File: config.mk
export PLATFORM = sky130hd
export DESIGN_NAME = clock_calendar_stopwatch_unit
export DESIGN_NICKNAME = d
export VERILOG_FILES = /design/src/ccsw_pkg.sv /design/src/clock_calendar_stopwatch_unit.sv /design/src/ccsw_clock.sv /design/src/ccsw_stopwatch.sv
export SDC_FILE = /design/constraint.sdc
export NUM_CORES = 1
export LEC_CHECK = 0
export BUFFER_PORTS_ARGS = -buffer_cell sky130_fd_sc_hd__buf_2
export CAP_MARGIN = 20
export CELL_PAD_IN_SITES_DETAIL_PLACEMENT = 1
export CELL_PAD_IN_SITES_GLOBAL_PLACEMENT = 1
export CORE_ASPECT_RATIO = 0.6
export CORE_UTILIZATION = 34
export DETAILED_ROUTE_END_ITERATION = 12
export PLACE_DENSITY_LB_ADDON = 0.1
export SLEW_MARGIN = 20
export SYNTH_ARGS = -nofsm -noshare
export SYNTH_HDL_FRONTEND = slang
export SYNTH_SLANG_ARGS = --single-unit
File: constraint.sdc
create_clock -name clock -period 3.6 [get_ports clock]
set_clock_uncertainty 0.05 [all_clocks]
set_input_delay 0.18 -clock clock [delete_from_list [all_inputs] [get_ports clock]]
set_output_delay 0.18 -clock clock [all_outputs]
set_load 0.1 [all_outputs]
File: src/ccsw_pkg.sv
// Shared types, command codes and calendar helpers for the clock/calendar/stopwatch unit.
package ccsw_pkg;

   typedef enum logic [2:0] {
      CMD_TICK     = 3'd0,
      CMD_SET      = 3'd1,
      CMD_SW_START = 3'd2,
      CMD_SW_STOP  = 3'd3,
      CMD_SW_CLEAR = 3'd4
   } cmd_type;

   typedef struct packed {
      logic [7:0] year;
      logic [3:0] month;
      logic [4:0] day;
      logic [4:0] hour;
      logic [5:0] minute;
      logic [5:0] second;
   } set_type;

   typedef struct packed {
      logic [7:0] year;
      logic [3:0] month;
      logic [4:0] day;
      logic [4:0] hour;
      logic [5:0] minute;
      logic [5:0] second;
      logic [3:0] tenth;
   } clock_type;

   typedef struct packed {
      logic [6:0] hour;
      logic [5:0] minute;
      logic [5:0] second;
      logic [3:0] tenth;
      logic       running;
   } sw_type;

   localparam logic [3:0] MONTH_MIN = 4'd1;
   localparam logic [3:0] MONTH_MAX = 4'd12;
   localparam logic [3:0] MONTH_FEB = 4'd2;
   localparam logic [4:0] DAY_MIN   = 5'd1;
   localparam logic [4:0] DAY_LEAP  = 5'd29;
   localparam logic [4:0] HOUR_MAX  = 5'd23;
   localparam logic [5:0] MIN_MAX   = 6'd59;
   localparam logic [5:0] SEC_MAX   = 6'd59;
   localparam logic [3:0] TENTH_MAX = 4'd9;
   localparam logic [6:0] SW_HOUR_MAX = 7'd98;

   localparam logic [4:0] MONTH_DAYS [12] = '{
      5'd31, 5'd28, 5'd31, 5'd30, 5'd31, 5'd30,
      5'd31, 5'd31, 5'd30, 5'd31, 5'd30, 5'd31
   };

   // Length of a month; an invalid month reads as January.
   function automatic logic [4:0] days_in(input logic [3:0] month, input logic [7:0] year);
      logic [3:0] m;
      logic [3:0] idx;
      m = (month >= MONTH_MIN && month <= MONTH_MAX) ? month : MONTH_MIN;
      idx = m - 4'd1;
      if (m == MONTH_FEB && year[1:0] == 2'b00) begin
         days_in = DAY_LEAP;
      end else begin
         days_in = MONTH_DAYS[idx];
      end
   endfunction

endpackage

File: src/clock_calendar_stopwatch_unit.sv
// A request beat passes the input register, then the result register, to its response beat.
// Throughput: one command per cycle without rsp_stall; the counter update is a single pass
// between the request register and the response register, so the state never stalls the pipe.
// Reset (synchronous, active high) sets 2000-01-01 00:00:00.0, clears and stops the
// stopwatch, and empties both pipeline registers.
module clock_calendar_stopwatch_unit (
   input  logic       clock,
   input  logic       reset,
   input  logic       req_valid,
   output logic       req_stall,
   input  logic [2:0] req_cmd,
   input  logic [7:0] req_set_year,
   input  logic [3:0] req_set_month,
   input  logic [4:0] req_set_day,
   input  logic [4:0] req_set_hour,
   input  logic [5:0] req_set_minute,
   input  logic [5:0] req_set_second,
   output logic       rsp_valid,
   input  logic       rsp_stall,
   output logic [7:0] rsp_year,
   output logic [3:0] rsp_month,
   output logic [4:0] rsp_day,
   output logic [4:0] rsp_hour,
   output logic [5:0] rsp_minute,
   output logic [5:0] rsp_second,
   output logic [3:0] rsp_tenth,
   output logic [6:0] rsp_sw_hour,
   output logic [5:0] rsp_sw_minute,
   output logic [5:0] rsp_sw_second,
   output logic [3:0] rsp_sw_tenth,
   output logic       rsp_sw_running
);
   import ccsw_pkg::*;

   logic      in_valid_ff;
   logic      in_valid_in;
   cmd_type   cmd_ff;
   set_type   set_ff;
   logic      rsp_valid_ff;
   logic      rsp_valid_in;
   clock_type clk_res_ff;
   sw_type    sw_res_ff;
   clock_type clk_next;
   sw_type    sw_next;
   logic      req_take;
   logic      advance;

   // Move the held beat forward when the response register is free or draining.
   assign advance   = in_valid_ff && (!rsp_valid_ff || !rsp_stall);
   assign req_stall = in_valid_ff && !advance;
   assign req_take  = req_valid && !req_stall;

   assign in_valid_in  = req_take || (in_valid_ff && !advance);
   assign rsp_valid_in = advance || (rsp_valid_ff && rsp_stall);

   always_ff @(posedge clock) begin
      if (reset) begin
         in_valid_ff  <= 1'b0;
         rsp_valid_ff <= 1'b0;
      end else begin
         in_valid_ff  <= in_valid_in;
         rsp_valid_ff <= rsp_valid_in;
      end
   end

   always_ff @(posedge clock) begin
      if (req_take) begin
         cmd_ff        <= cmd_type'(req_cmd);
         set_ff.year   <= req_set_year;
         set_ff.month  <= req_set_month;
         set_ff.day    <= req_set_day;
         set_ff.hour   <= req_set_hour;
         set_ff.minute <= req_set_minute;
         set_ff.second <= req_set_second;
      end
      if (advance) begin
         clk_res_ff <= clk_next;
         sw_res_ff  <= sw_next;
      end
   end

   ccsw_clock u_clock (
      .clock    (clock),
      .reset    (reset),
      .advance  (advance),
      .cmd      (cmd_ff),
      .set_val  (set_ff),
      .next_val (clk_next)
   );

   ccsw_stopwatch u_stopwatch (
      .clock    (clock),
      .reset    (reset),
      .advance  (advance),
      .cmd      (cmd_ff),
      .next_val (sw_next)
   );

   assign rsp_valid      = rsp_valid_ff;
   assign rsp_year       = clk_res_ff.year;
   assign rsp_month      = clk_res_ff.month;
   assign rsp_day        = clk_res_ff.day;
   assign rsp_hour       = clk_res_ff.hour;
   assign rsp_minute     = clk_res_ff.minute;
   assign rsp_second     = clk_res_ff.second;
   assign rsp_tenth      = clk_res_ff.tenth;
   assign rsp_sw_hour    = sw_res_ff.hour;
   assign rsp_sw_minute  = sw_res_ff.minute;
   assign rsp_sw_second  = sw_res_ff.second;
   assign rsp_sw_tenth   = sw_res_ff.tenth;
   assign rsp_sw_running = sw_res_ff.running;

endmodule

File: src/ccsw_clock.sv
// Time-of-day and calendar counters with set and tick handling.
module ccsw_clock (
   input  logic               clock,
   input  logic               reset,
   input  logic               advance,
   input  ccsw_pkg::cmd_type  cmd,
   input  ccsw_pkg::set_type  set_val,
   output ccsw_pkg::clock_type next_val
);
   import ccsw_pkg::*;

   clock_type  state_ff;
   clock_type  tick_val;
   clock_type  load_val;
   logic [3:0] set_month;
   logic [4:0] set_dim;

   // Tick cascade
   always_comb begin
      tick_val = state_ff;
      if (state_ff.tenth != TENTH_MAX) begin
         tick_val.tenth = state_ff.tenth + 4'd1;
      end else begin
         tick_val.tenth = 4'd0;
         if (state_ff.second != SEC_MAX) begin
            tick_val.second = state_ff.second + 6'd1;
         end else begin
            tick_val.second = 6'd0;
            if (state_ff.minute != MIN_MAX) begin
               tick_val.minute = state_ff.minute + 6'd1;
            end else begin
               tick_val.minute = 6'd0;
               if (state_ff.hour != HOUR_MAX) begin
                  tick_val.hour = state_ff.hour + 5'd1;
               end else begin
                  tick_val.hour = 5'd0;
                  if (state_ff.day < days_in(state_ff.month, state_ff.year)) begin
                     tick_val.day = state_ff.day + 5'd1;
                  end else begin
                     tick_val.day = DAY_MIN;
                     if (state_ff.month < MONTH_MAX) begin
                        tick_val.month = state_ff.month + 4'd1;
                     end else begin
                        tick_val.month = MONTH_MIN;
                        tick_val.year  = state_ff.year + 8'd1;
                     end
                  end
               end
            end
         end
      end
   end

   // Saturate set values
   always_comb begin
      if (set_val.month < MONTH_MIN) begin
         set_month = MONTH_MIN;
      end else if (set_val.month > MONTH_MAX) begin
         set_month = MONTH_MAX;
      end else begin
         set_month = set_val.month;
      end
      set_dim = days_in(set_month, set_val.year);
      load_val.year  = set_val.year;
      load_val.month = set_month;
      if (set_val.day < DAY_MIN) begin
         load_val.day = DAY_MIN;
      end else if (set_val.day > set_dim) begin
         load_val.day = set_dim;
      end else begin
         load_val.day = set_val.day;
      end
      load_val.hour   = (set_val.hour > HOUR_MAX) ? HOUR_MAX : set_val.hour;
      load_val.minute = (set_val.minute > MIN_MAX) ? MIN_MAX : set_val.minute;
      load_val.second = (set_val.second > SEC_MAX) ? SEC_MAX : set_val.second;
      load_val.tenth  = 4'd0;
   end

   always_comb begin
      case (cmd)
         CMD_TICK: next_val = tick_val;
         CMD_SET:  next_val = load_val;
         default:  next_val = state_ff;
      endcase
   end

   always_ff @(posedge clock) begin
      if (reset) begin
         state_ff.year   <= 8'd0;
         state_ff.month  <= MONTH_MIN;
         state_ff.day    <= DAY_MIN;
         state_ff.hour   <= 5'd0;
         state_ff.minute <= 6'd0;
         state_ff.second <= 6'd0;
         state_ff.tenth  <= 4'd0;
      end else if (advance) begin
         state_ff <= next_val;
      end
   end

endmodule

File: src/ccsw_stopwatch.sv
// Stopwatch counters and run flag.
module ccsw_stopwatch (
   input  logic              clock,
   input  logic              reset,
   input  logic              advance,
   input  ccsw_pkg::cmd_type cmd,
   output ccsw_pkg::sw_type  next_val
);
   import ccsw_pkg::*;

   sw_type state_ff;
   sw_type tick_val;

   always_comb begin
      tick_val = state_ff;
      if (state_ff.tenth != TENTH_MAX) begin
         tick_val.tenth = state_ff.tenth + 4'd1;
      end else begin
         tick_val.tenth = 4'd0;
         if (state_ff.second != SEC_MAX) begin
            tick_val.second = state_ff.second + 6'd1;
         end else begin
            tick_val.second = 6'd0;
            if (state_ff.minute != MIN_MAX) begin
               tick_val.minute = state_ff.minute + 6'd1;
            end else begin
               tick_val.minute = 6'd0;
               // wrap hours past 98
               tick_val.hour = (state_ff.hour >= SW_HOUR_MAX) ? 7'd0 : state_ff.hour + 7'd1;
            end
         end
      end
   end

   always_comb begin
      next_val = state_ff;
      case (cmd)
         CMD_TICK: begin
            if (state_ff.running) begin
               next_val = tick_val;
            end
         end
         CMD_SW_START: next_val.running = 1'b1;
         CMD_SW_STOP:  next_val.running = 1'b0;
         CMD_SW_CLEAR: begin
            next_val.hour   = 7'd0;
            next_val.minute = 6'd0;
            next_val.second = 6'd0;
            next_val.tenth  = 4'd0;
         end
         default: next_val = state_ff;
      endcase
   end

   always_ff @(posedge clock) begin
      if (reset) begin
         state_ff <= '0;
      end else if (advance) begin
         state_ff <= next_val;
      end
   end

endmodule

Word level (Yosys, flattened, before mapping)
Memory sizes are Yosys's and may differ from the RTL's.
Index checks and enable logic that the tools add are counted.
Storage, ports and cells
  word-level logic and storage cells: 139
  output and inout bits: 64
  register bits after elaboration: 163
  input port bits: 41
  memory bits (read-only): 160
  memories kept: 2
Operators by class
  equal/unequal tests: 13
  reductions and logical operators: 18
  $add $sub $neg: 13
  magnitude comparators: 16
  bitwise operators: 2
  multiplexer cells: 42
Memories
  (name not given): words 16, width 5, read ports 1, clocked after memory_dff 0, wr ports 0, RTL line ccsw_pkg.sv:64  | days_in = MONTH_DAYS[idx];
  (name not given): words 16, width 5, read ports 1, clocked after memory_dff 0, wr ports 0, RTL line ccsw_pkg.sv:64
Operator list (count)
  case mux 38 bit (2 select lines): 1
  two-way mux 5 bit: 15
  case mux 23 bit (2 select lines): 1
  two-way mux 6 bit: 6
  two-way mux 34 bit: 1
  two-way mux 28 bit: 1
  two-way mux 4 bit: 7
  adder 6 x 1 -> 6 bit, second input constant: 4
  two-way mux 24 bit: 1
  inequality test 6 bit, second input constant: 4
  two-way mux 22 bit: 1
  two-way mux 19 bit: 1
  two-way mux 17 bit: 1
  two-way mux 7 bit: 2
  two-way mux 13 bit: 1
  adder 4 x 1 -> 4 bit, second input constant: 3
  > comparator 6 bit, second input constant: 2
  two-way mux 12 bit: 1
  adder 5 x 1 -> 5 bit, second input constant: 2
  greater-or-equal comparator 5 bit, second input constant: 2
  inverter 4 -> 5 bit: 2
  adder 8 x 1 -> 8 bit, second input constant: 1
  equality test 4 x 2 -> 1 bit, second input constant: 2
  greater-or-equal comparator 4 x 1 -> 1 bit, second input constant: 2
  23 further kinds: 40

Longest topological paths before layout
  word-level depth: 20
  gate-level depth with buffers: 12
  depth with buffers taken out: 11

Cells and area by module
Synthesis repeated with hierarchy kept, for this count alone.
Second synthesis, totals
  cells, all modules: 873
  area, all modules: 8305.5 sq um
Modules (own cells, without submodules)
  ccsw_clock: seq. area each 760.7 sq um, times used 1, area each 3389.5 sq um, cells each 498
  clock_calendar_stopwatch_unit: seq. area each 3012.9 sq um, times used 1, area each 3059.2 sq um, cells each 109
  ccsw_stopwatch: seq. area each 480.5 sq um, times used 1, area each 1856.8 sq um, cells each 266

Worst setup path before layout
No wires, ideal clock.
  kind: register to register
  from: register rsp_valid_ff (netlist: rsp_valid)
  to: register u_clock.state_ff[11] (netlist bit)
  cell stages (with the launch flop): 6
  slack: -255 ps
  period minus slack after synthesis: 3855 ps
  required time: 3288 ps
  path buffers: 2
  data arrival time: 3543 ps
  library setup time: 262 ps
  path through: dfxtp_1 > a21bo_1 > inv_1 > clkbuf_1 > clkbuf_1 > a41oi_1
On the way
  word-level cells in the longest chain between the ends: 3
RTL lines
  start, declared: RTL line clock_calendar_stopwatch_unit.sv:39  | logic rsp_valid_ff;
  start signal, assigned: RTL line clock_calendar_stopwatch_unit.sv:62  | rsp_valid_ff <= rsp_valid_in;
  zero test 1 bit: RTL line clock_calendar_stopwatch_unit.sv:49  | assign advance = in_valid_ff && (!rsp_valid_ff || !rsp_stall);
  logical OR 1 bit: RTL line clock_calendar_stopwatch_unit.sv:49
  logical AND 1 bit: RTL line clock_calendar_stopwatch_unit.sv:49
  named net advance: RTL line clock_calendar_stopwatch_unit.sv:46  | logic advance;
  end signal, assigned: RTL line ccsw_clock.sv:97  | state_ff <= next_val;
  end, declared: RTL line ccsw_clock.sv:12  | clock_type state_ff;
The timed path passes the listed nets, and every way through them passes these cells.
A chain may end at the register's enable or synchronous reset.

Worst setup path in the final report
  from: register u_clock.state_ff[26] (netlist bit)
  to: register u_clock.state_ff[27] (netlist bit)
On the way
  word-level cells in the longest chain between the ends: 20
  elaborated cells on any way between the ends: 26
  those cells by class: 2 x add/sub; 4 x order compare; 1 x eq/ne; 15 x mux; 1 x bitwise; 2 x reduce/logical; 1 x memory
RTL lines
  greater-or-equal comparator 4 x 1 -> 1 bit or less-or-equal comparator 4 bit (tied branches): RTL line ccsw_pkg.sv:59  | m = (month >= MONTH_MIN && month <= MONTH_MAX) ? month : MONTH_MIN;
  logical AND 1 bit: RTL line ccsw_pkg.sv:59
  two-way mux 4 bit: RTL line ccsw_pkg.sv:59
  subtractor 4 x 1 -> 4 bit: RTL line ccsw_pkg.sv:60  | idx = m - 4'd1;
  inverter 4 -> 5 bit (not written as such): RTL line ccsw_pkg.sv:64
  memory read (16 x 5 bit)
  two-way mux 5 bit (not written as such) (2 in series): RTL line ccsw_pkg.sv:64
  two-way mux 5 bit: RTL line ccsw_pkg.sv:61  | if (m == MONTH_FEB && year[1:0] == 2'b00) begin
  (+3 left out)
  two-way mux 5 bit: RTL line ccsw_clock.sv:21  | if (state_ff.tenth != TENTH_MAX) begin
  < comparator 5 bit: RTL line ccsw_clock.sv:37  | if (state_ff.day < days_in(state_ff.month, state_ff.year)) begin
  two-way mux 12 bit (*): RTL line ccsw_clock.sv:37
  two-way mux 17 bit (*): RTL line ccsw_clock.sv:33  | if (state_ff.hour != HOUR_MAX) begin
  two-way mux 22 bit (*): RTL line ccsw_clock.sv:29  | if (state_ff.minute != MIN_MAX) begin
  two-way mux 28 bit (*): RTL line ccsw_clock.sv:25  | if (state_ff.second != SEC_MAX) begin
  two-way mux 34 bit (*): RTL line ccsw_clock.sv:21
  case mux 38 bit (2 select lines) (*): RTL line ccsw_clock.sv:80  | case (cmd)
Mark *: on every way between the ends. The rest lies on a longest branch, timed or not. The select of a mux whose other input is x is not followed.

==> results.cfg <==
[cts]
cts_hold_buffers = 39
cts-root-buf = clkbuf_16
post_cts_resized = 0
cts_buffers = 17
clock_path_buffers = 2
cts_tree = built
path_clk_slew_ns = 0.06
post_cts_buffers = 0
htreeDepth = 4
clock_sinks = 163
clk_latency_ns = 0.44

[pwr]
power_mw = 4.63
ir_worst_vdd_mv = 0.292
switching_power_mw = 1.34
powerDensity_nw_per_um2 = 458
seq_power_share_pct = 46.3
switching_share_pct = 28.9
power.share.clock_pct = 39.7
internal_power_mw = 3.29
p_comb_share_pct = 14.0
p_leak_nw = 3.68

[sta]
finalSetupViolCount = 0
period_needed_ns = 3.17
hold_viol_final = 0
rsz0062_at_grt = no
fin_hold_ws_ns = 0.357
worst_slack_ns = 0.425
fmax_ghz = 0.315
setup_tns_ns = 0
drv_slew = 0
fin_crit_sh_pct = 88.2
worst_slew_pin_slew_ns = 0.922
maxSlewHeadroom_pct = 37.9

[yosys]
synth_cell_types = 78
synth-async-reset-ratio_pct = 0
ys.flop_type = edfxtp_1
ys_ff_latch = 163
synthesis.nets = 908
yosys_warnings = 0
synthCells = 849
synth_area_per_cell_sq_um = 9.69
synth_seq_area_share_pct = 51.7
synth_edf_count = 99
synth_area_sq_um = 8230

[worst_setup_path]
path_max_fanout = 10
slowest_delay_ns = 0.50
cp_num_buf_inv = 2
worstSetupPathType = reg -> reg
path_delay_family = simple AND/OR/NAND/NOR gates
crit_arrival_ns = 3.49
crit_path_start_kind = register
cp_data_required_time_ns = 3.92
worstPathCellList = inv_1 > ha_1 > nand2b_1 > nand2_1 > nor4_1 > ha_1 > nor4_1 > a211o_1 > nor4_2 > buf_4 > mux2_2 > a31oi_1
crit_path_top_delay_cell = dfxtp_1
end_kind = register

[cells_and_area]
layout_common_cells = 104 x buf_2, 99 x edfxtp_1, 84 x nand2_1, 79 x nor2_1, 65 x o21ai_0
diodes = 0
syn_to_final_growth_pct = 22.7
finalNetCount = 1042
drive_gt1_share_pct = 18.5
postLayoutCoreUtil_pct = 43.1
mostFrequentLayoutCell = buf_2
fin_cells = 1311
fin_area_sq_um = 10100

[grt]
gr-total-overflow = 0
grt_pass1_vias = 7079
antenna_found_initial = 0
grt_pass1_wl_mm = 42.2
grt.total_usage_pct = 22.5
grt_max_degree = 53

[placement]
gp_congestion = 0.818
dpl_cell_area_sq_um = 9120
placedCellCount = 1240
portBuffers = 104
dp_hpwl_mm = 18.6
dp_slack_ns = 0.515

[detailed_routing]
dr.first_iter.drc_count = 460
dr.pass1.iters = 5
finalWirelength_mm = 26.9
drt.antenna.violating_nets = 0
drc = 0
dr_total_vias = 7278
wire_per_inst_microns = 20.5
viasPerCell = 5.55

[die]
floorplan.rows = 43
fp.dieW_microns = 203
fp.dieH_microns = 123
start_util_pct = 35.2
io_pins = 105
die_area_sq_um = 24900
core_sq_um = 23400

[outcome]
status = finished, final reports clean

[worst_hold_path]
hp-class = in -> reg

[flow_run]
drv_cap = 0
[Yosys cell counts, types with 3 or more instances]
| cell type | instances | area share (%) |
|---|---|---|
| a211o_1 | 5 | 0.53 |
| a211oi_1 | 13 | 1.2 |
| a21boi_0 | 4 | 0.36 |
| a21o_1 | 3 | 0.27 |
| a21oi_1 | 43 | 2.6 |
| a221oi_1 | 3 | 0.32 |
| a22oi_1 | 6 | 0.55 |
| a2bb2oi_1 | 3 | 0.32 |
| a311oi_1 | 3 | 0.32 |
| a31oi_1 | 20 | 1.5 |
| a41oi_1 | 3 | 0.32 |
| and2_1 | 6 | 0.46 |
| and3_1 | 10 | 0.76 |
| and4_1 | 5 | 0.53 |
| buf_1 | 4 | 0.18 |
| clkbuf_1 | 42 | 1.9 |
| dfxtp_1 | 64 | 16 |
| edfxtp_1 | 99 | 36 |
| ha_1 | 18 | 2.7 |
| inv_1 | 23 | 1.0 |
| mux2_2 | 5 | 0.68 |
| nand2_1 | 84 | 3.8 |
| nand2b_1 | 12 | 0.91 |
| nand3_1 | 36 | 2.2 |
| nand3b_1 | 5 | 0.46 |
| nand4_1 | 8 | 0.61 |
| nand4b_1 | 5 | 0.53 |
| nor2_1 | 80 | 3.6 |
| nor2b_1 | 8 | 0.61 |
| nor3_1 | 29 | 1.8 |
| nor3b_1 | 3 | 0.27 |
| nor4_1 | 10 | 0.76 |
| nor4b_1 | 3 | 0.32 |
| o211a_1 | 8 | 0.97 |
| o211ai_1 | 10 | 0.91 |
| o21a_1 | 11 | 1.0 |
| o21ai_0 | 65 | 4.0 |
| o22ai_1 | 7 | 0.53 |
| o2bb2ai_1 | 3 | 0.32 |
| o31ai_1 | 10 | 0.91 |
| o41ai_1 | 4 | 0.43 |
| or2_2 | 5 | 0.38 |
| or3_1 | 8 | 0.61 |
| or4_1 | 7 | 0.64 |
[cell type report]
class | count | area [sq um]
clock buffers | 19 | 453
clock inverters | 13 | 131
fillers | 2668 | 13300
inverters | 24 | 92.6
multi-input cells | 612 | 3700
flip-flops and latches | 163 | 4250
well taps | 315 | 394
repair buffers | 165 | 1080
[worst reg2reg max path: cells and delay by family, from the launching register on]
kind / cells / cell delay [ns]
mux: 1 / 0.37
flops: 1 / 0.50
simple gates: 5 / 0.78
buf+inv: 2 / 0.35
fa+ha+maj: 2 / 0.48
compound gates: 2 / 0.57
[sequential cells by signal, indices dropped and copies added, names as in the netlist]
name and flops:
rsp_sw_hour 7, rsp_sw_second 6, in_valid_ff 1, rsp_minute 6, set_ff 34, u_clock.state_ff 38, rsp_valid 1, rsp_second 6
u_stopwatch.state_ff 24, rsp_tenth 4, rsp_sw_tenth 4, rsp_day 5, rsp_month 4, rsp_year 8, rsp_sw_minute 6, rsp_hour 5
cmd_ff 3, rsp_sw_running 1
[kinds of logic (layout without fill, tap and decap cells)]
| family | after synthesis | after routing | share of synthesized area [%] |
|---|---|---|---|
| adders and majority gates | 18 | 18 | 2.74 |
| xor gates and xnor gates | 3 | 3 | 0.319 |
| buffers and inverters | 74 | 221 | 3.59 |
| AOI/OAI and AO/OA | 248 | 248 | 20.0 |
| and+or+nand+nor | 337 | 337 | 20.9 |
| DFF | 163 | 163 | 51.7 |
| muxes | 6 | 6 | 0.806 |
[path summary, 6_finish.rpt]
| path | cells after the start | slack [ns] | startpoint | end |
|---|---|---|---|---|
| worst max register to register | 12 | 0.43 | u_clock.state_ff[26]$_SDFFE_PP1P_ | u_clock.state_ff[27]$_SDFFE_PP0P_ |
| worst min register to register | 2 | 0.43 | in_valid_ff$_SDFF_PP0_ | rsp_valid$_SDFF_PP0_ |
| worst max-delay path | 12 | 0.43 | u_clock.state_ff[26]$_SDFFE_PP1P_ | u_clock.state_ff[27]$_SDFFE_PP0P_ |
| worst min-delay path | 3 | 0.36 | reset | u_clock.state_ff[17]$_SDFFE_PP0P_ |
[routing by layer]
layer	part of all wire (%)	vias up	wire length [microns]	GRT usage (%)
met1	55	3569	14800	36.3
li1	-	3492	-	-
met5	0	-	0	0
met2	39	192	10500	30.0
met3	5.1	25	1380	4.01
met4	1.1	0	297	5.83
[power groups by stage]
stage                     clock (mW)  combinational, mW  sequential (mW)
final                           1.84              0.646             2.14
after global routing            1.95              0.689             2.16
after CTS                       1.89              0.647             2.14
after detailed placement           0              0.612             2.18
after global placement             0              0.608             2.18
after floorplan                    0              0.211             2.41
Power figures use the tool's default switching activity.
